## src/rtl/chained_hash_table_sorted_core_macros.svh

```systemverilog
// ----------------------------------------------------------------------------
// chained hash table assertion macros
// implication checks on the rising clock edge, off during reset
// ----------------------------------------------------------------------------
`ifndef CHAINED_HASH_TABLE_SORTED_CORE_MACROS_SVH
`define CHAINED_HASH_TABLE_SORTED_CORE_MACROS_SVH

`define CHTS_ASSERT_IMPL(lbl, clk, rst, ante, cons) \
   lbl: assert property (@(posedge clk) disable iff (rst) (ante) |-> (cons)) \
      else $error("assertion failed");

`define CHTS_ASSERT_NEXT(lbl, clk, rst, ante, cons) \
   lbl: assert property (@(posedge clk) disable iff (rst) (ante) |=> (cons)) \
      else $error("assertion failed");

`endif

```

## src/rtl/chts_pkg.sv

```systemverilog
// ----------------------------------------------------------------------------
// chts_pkg
// shared types and codes of the sorted chained hash table
// ----------------------------------------------------------------------------
`default_nettype none

package chts_pkg;

   localparam int KeyWidth    = 32;
   localparam int ModWidth    = 5;
   localparam int StatusWidth = 3;
   localparam int OpWidth     = 2;

   localparam logic [OpWidth-1:0] OP_INSERT  = 2'd0;
   localparam logic [OpWidth-1:0] OP_DELETE  = 2'd1;
   localparam logic [OpWidth-1:0] OP_LOOKUP  = 2'd2;
   localparam logic [OpWidth-1:0] OP_INVALID = 2'd3;

   localparam logic [StatusWidth-1:0] ST_DONE  = 3'd0;
   localparam logic [StatusWidth-1:0] ST_DUP   = 3'd1;
   localparam logic [StatusWidth-1:0] ST_FOUND = 3'd2;
   localparam logic [StatusWidth-1:0] ST_MISS  = 3'd3;
   localparam logic [StatusWidth-1:0] ST_FULL  = 3'd4;

   localparam logic [ModWidth-1:0] NUM_BUCKETS_RESET = 5'd10;
   localparam logic [KeyWidth-1:0] MISS_VALUE = '1;

   typedef struct packed {
      logic                busy;
      logic                done;
      logic [ModWidth-1:0] rem;
   } mod_res_type;

endpackage

`default_nettype wire

```

## src/rtl/chts_mod.sv

```systemverilog
// ----------------------------------------------------------------------------
// chts_mod
// bit-serial restoring remainder of a 32-bit magnitude by a small modulus
// ----------------------------------------------------------------------------
`default_nettype none

module chts_mod (
   input  wire logic                       clock,
   input  wire logic                       reset,
   input  wire logic                       start,
   input  wire logic [chts_pkg::KeyWidth-1:0] mag,
   input  wire logic [chts_pkg::ModWidth-1:0] modulus,
   output chts_pkg::mod_res_type           res
);
   import chts_pkg::*;

   logic                busy_ff;
   logic                done_ff;
   logic [4:0]          cnt_ff;
   logic [KeyWidth-1:0] div_ff;
   logic [ModWidth-1:0] rem_ff;
   logic [ModWidth-1:0] mod_ff;
   logic [ModWidth:0]   shifted;
   logic [ModWidth:0]   rem_in;

   assign shifted = {rem_ff, div_ff[KeyWidth-1]};
   assign rem_in  = (shifted >= {1'b0, mod_ff}) ? shifted - {1'b0, mod_ff} : shifted;

   always_ff @(posedge clock) begin
      if (reset) begin
         busy_ff <= 1'b0;
         done_ff <= 1'b0;
         cnt_ff  <= '0;
      end else begin
         done_ff <= 1'b0;
         if (start) begin
            busy_ff <= 1'b1;
            cnt_ff  <= '0;
         end else if (busy_ff) begin
            cnt_ff <= cnt_ff + 5'd1;
            if (cnt_ff == 5'd31) begin
               busy_ff <= 1'b0;
               done_ff <= 1'b1;
            end
         end
      end
   end

   always_ff @(posedge clock) begin
      if (start) begin
         div_ff <= mag;
         rem_ff <= '0;
         mod_ff <= modulus;
      end else if (busy_ff) begin
         div_ff <= {div_ff[KeyWidth-2:0], 1'b0};
         rem_ff <= rem_in[ModWidth-1:0];
      end
   end

   assign res.busy = busy_ff;
   assign res.done = done_ff;
   assign res.rem  = rem_ff;

endmodule

`default_nettype wire

```

## config.mk

```make
export PLATFORM = sky130hd
export DESIGN_NAME = chts_mod
export DESIGN_NICKNAME = d
export VERILOG_FILES = /design/src/rtl/chained_hash_table_sorted_core_macros.svh /design/src/rtl/chts_pkg.sv /design/src/rtl/chts_mod.sv
export SDC_FILE = /design/constraint.sdc
export NUM_CORES = 1
export LEC_CHECK = 0
export BUFFER_PORTS_ARGS = -buffer_cell sky130_fd_sc_hd__clkbuf_2
export CORE_ASPECT_RATIO = 1.5
export CORE_UTILIZATION = 48
export CTS_CLUSTER_DIAMETER = 40
export DETAILED_ROUTE_END_ITERATION = 10
export HOLD_SLACK_MARGIN = 0.12
export PLACE_DENSITY = 0.86
export SETUP_SLACK_MARGIN = 0.2
export SYNTH_ARGS = -nofsm -noshare
export SYNTH_HDL_FRONTEND = slang
export SYNTH_SLANG_ARGS = --single-unit
```

## constraint.sdc

```tcl
create_clock -name clock -period 1.85 [get_ports clock]
set_clock_uncertainty 0.05 [all_clocks]
set_input_delay 0.37 -clock clock [delete_from_list [all_inputs] [get_ports clock]]
set_output_delay 0.37 -clock clock [all_outputs]
set_load 0.01 [all_outputs]
```

==> reports/metrics.csv <==
stage;metric;value;unit
clock_network;CTS H-tree lvls;2;
final_layout;Area growth syn-to-layout;20.7;%
critical_path;Worst setup EP type;flip-flop;
power;Worst IR Drop VDD;0.607;mV
critical_path;worst reg2reg startpoint;div_ff[31];
global_route;first-pass GRT wire length;6300;µm
hold_path;min-delay src;modulus[4];
route;DRC;2;
floorplanning;Die ar.;4950;µm²
sta;Pins Over Slew Limit;0;
logic_synthesis;post-synthesis register bit count;49;
power;leakage;1.09;nW
floorplanning;die height;85.7;µm
route;number of vias per cell;5.29;
logic_synthesis;synthesized area;2240;µm²
clock_network;Clk Latency, worst-skew pair;290;ps
final_layout;Final Cell Area;2700;µm²
clock_network;Root Driver;clkbuf_8;
logic_synthesis;async set-or-reset flop fraction in the synthesized netlist;0;%
final_layout;n_diodes;0;
logic_synthesis;Netlist cell types;30;
critical_path;Buf+Inv Stages, Crit Path;2;
critical_path;Crit Path Max Fanout;2;
route;DR iter-0 viols;40;
global_route;initial antenna violation count;0;
place;gp weighted congestion;0.816;
critical_path;Arr. time, crit path;2110;ps
route;Avg WL per Cell;14.8;µm
flow_run;Max Cap Viol;0;
route;Final ANT Viol Nets;0;
place;Detail Placement HPWL;2690;µm
run_status;outcome;finished with violations;
sta;RSZ-0062 raised after global routing;true;
global_route;largest net degree at the start of global routing;33;
place;Buffers on Ports;46;
critical_path;required time of the critical path;2010;ps
global_route;vias in the first global route;1458;
floorplanning;Starting Density;49.7;%
sta;Rel. slew slack;73.2;%
logic_synthesis;Ys Warns;0;
route;TritonRoute pass-1 iters;9;
sta;Period Utilization, post-route;105;%
clock_network;CTS Hold Bufs;0;
clock_network;Clock Sinks;49;
critical_path;Crit Path Class;flip-flop to flip-flop;
sta;final setup fails;2;
floorplanning;num rows;30;
logic_synthesis;top cell type's share of synthesized area;49.6;%
logic_synthesis;EDFF count, synth;37;
global_route;met1 track demand over resource;20.4;%
logic_synthesis;Synth Flop Type;edfxtp_1;
critical_path;CP max-delay cell;edfxtp_1;
sta;Final Hold Fails;0;
floorplanning;io pins;47;
place;DP Worst Slack;-128;ps
hold_path;Hold WC Path Type;input pin to flip-flop;
power;total power;2.36;mW
sta;f_max;0.513;GHz
clock_network;CTS buffer count;5;
critical_path;CP Launch Type;flip-flop;
logic_synthesis;Seq/Total Area, Yosys;60.3;%
global_route;All-Layer GR Usage;17.0;%
logic_synthesis;average size of a mapped cell;14.5;µm²
critical_path;CP peak stage delay;380;ps
logic_synthesis;Mapped Cells;154;
critical_path;CP delay by family, top;adder cells;
global_route;met3 Usage GRT;4.52;%
sta;final worst setup slack;-98.4;ps
clock_network;CTS tree;done;
logic_synthesis;Syn Nets;202;
logic_synthesis;dominant cell type by area after synthesis;edfxtp_1;
floorplanning;die span in x;57.8;µm
logic_synthesis;top cells by area, synth;edfxtp_1 (50%), mux2_2 (16%), dfxtp_1 (11%), ha_1 (3.9%), mux2i_1 (1.8%);
final_layout;layout cells sized above 1;51.7;%
final_layout;Nets;256;
clock_network;CTS Buffer Depth;2;
global_route;met2 Use GR;28.8;%
sta;post-layout min period;1950;ps
sta;worst slew pin tran;403;ps
clock_network;Worst-path clk slew;80;ps
global_route;GR Overflow Total;0;
route;drt total wl;3800;µm
critical_path;crit path cell chain;inv_2 -> ha_4 -> inv_2 -> fa_2 -> a21oi_4 -> o221ai_4 -> mux2_4 -> a211oi_2;
global_route;busiest grt layer;met2;
place;Placed Area;2550;µm²
critical_path;Critical Path Most Common Cell;inv_2;
route;via count;1360;
floorplanning;Core Area;4500;µm²
sta;Hold WS;198;ps
power;Power per Cell Area;874;nW/µm²
critical_path;CP Launch Point;div_ff[31];
run_status;failing checks;design-rule violations, negative setup slack;
[cells in the mapped netlist (all sizes together) (2+ instances only)]
cell    count
a211oi      2
a21oi       4
buf         7
dfxtp      12
edfxtp     37
ha          7
inv         9
mux2       32
mux2i       4
nand2       7
nand3       2
nor2        5
nor3        6
o21ai       3
o2bb2a      2
xnor2       3
xor2        3
[state kept, by name, summed over array words and instances (netlist names)]
name     cells
div_ff      32
cnt_ff       5
mod_ff       5
rem_ff       5
busy_ff      1
done_ff      1
[logic make-up (layout without fill, tap and decap cells)]
| kind of cell | after synthesis | in the layout | share of synthesized area, % |
|---|---|---|---|
| multiplexers | 36 | 36 | 18.0 |
| XOR/XNOR | 6 | 6 | 2.35 |
| flip-flops | 49 | 49 | 60.3 |
| AND/OR/NAND/NOR | 26 | 26 | 5.76 |
| AO/OA/AOI/OAI | 12 | 12 | 5.25 |
| buffers and inverters | 17 | 72 | 3.46 |
| adder cells (fa/ha/maj) | 8 | 8 | 4.80 |
[path summary, 6_finish.rpt]
kind	to	slack, ps	cells after the start
max	rem_ff[0]	-100	8
min	mod_ff[4]	200	1
max reg2reg	rem_ff[0]	-100	8
min reg2reg	rem_ff[2]	450	2
[metal layers]
metal | vias to the layer above | wire length, µm
met5 | - | 0
met1 | 646 | 1610
met2 | 45 | 1960
met3 | 6 | 175
li1 | 663 | -
met4 | 0 | 53
[power by group]
group / switching [mW] / leakage [nW] / internal, mW / total (mW)
Combinational: 0.184 / 0.577 / 0.209 / 0.393
Sequential: 0.0392 / 0.469 / 1.30 / 1.34
Clock: 0.330 / 0.0455 / 0.305 / 0.636
Total: 0.553 / 1.09 / 1.81 / 2.36
[area by class of cell]
| type | count | area [µm²] |
|---|---|---|
| fill | 370 | 1800 |
| sequential | 49 | 1350 |
| multi-input combinational | 88 | 863 |
| timing repair buffer | 55 | 302 |
| clock buffer | 8 | 90.1 |
| tap | 48 | 60.1 |
| inverter | 9 | 37.5 |
[timing repair]
item	in CTS	in global routing
buffers inserted	1	1
pin swaps	6	3
resized for setup	9	2
gates cloned	0	0
endpoints found under the setup margin	5	5
[worst register-to-register path: stages (launching register included)]
cell,delay (ps)
edfxtp_1,380
inv_2,90
ha_4,130
inv_2,40
fa_2,370
a21oi_4,140
o221ai_4,130
mux2_4,330
a211oi_2,210
[placed cells by master (no fill, tap or decap), types with 3 or more instances in the layout]
cell type / instances
inv_1: 6
clkbuf_8: 6
buf_4: 8
edfxtp_1: 37
nor2_1: 4
xor2_1: 3
mux2_2: 31
ha_1: 6
dfxtp_1: 12
nand2_1: 7
clkbuf_2: 46
nor3_1: 6
xnor2_1: 3
mux2i_1: 4
[through the flow]
stage | setup TNS, ps | utilization [%] | cells
6_report | -124 | 60.0 | 257
5_1_grt | -376 | 60.0 | 257
4_1_cts | -170 | 59.6 | 256
3_5_place_dp | -486 | 56.7 | 247
3_3_place_gp | -109 | 56.7 | 247
2_1_floorplan | -39.3 | - | 154
Note: power is estimated with default switching activity, not from simulation.
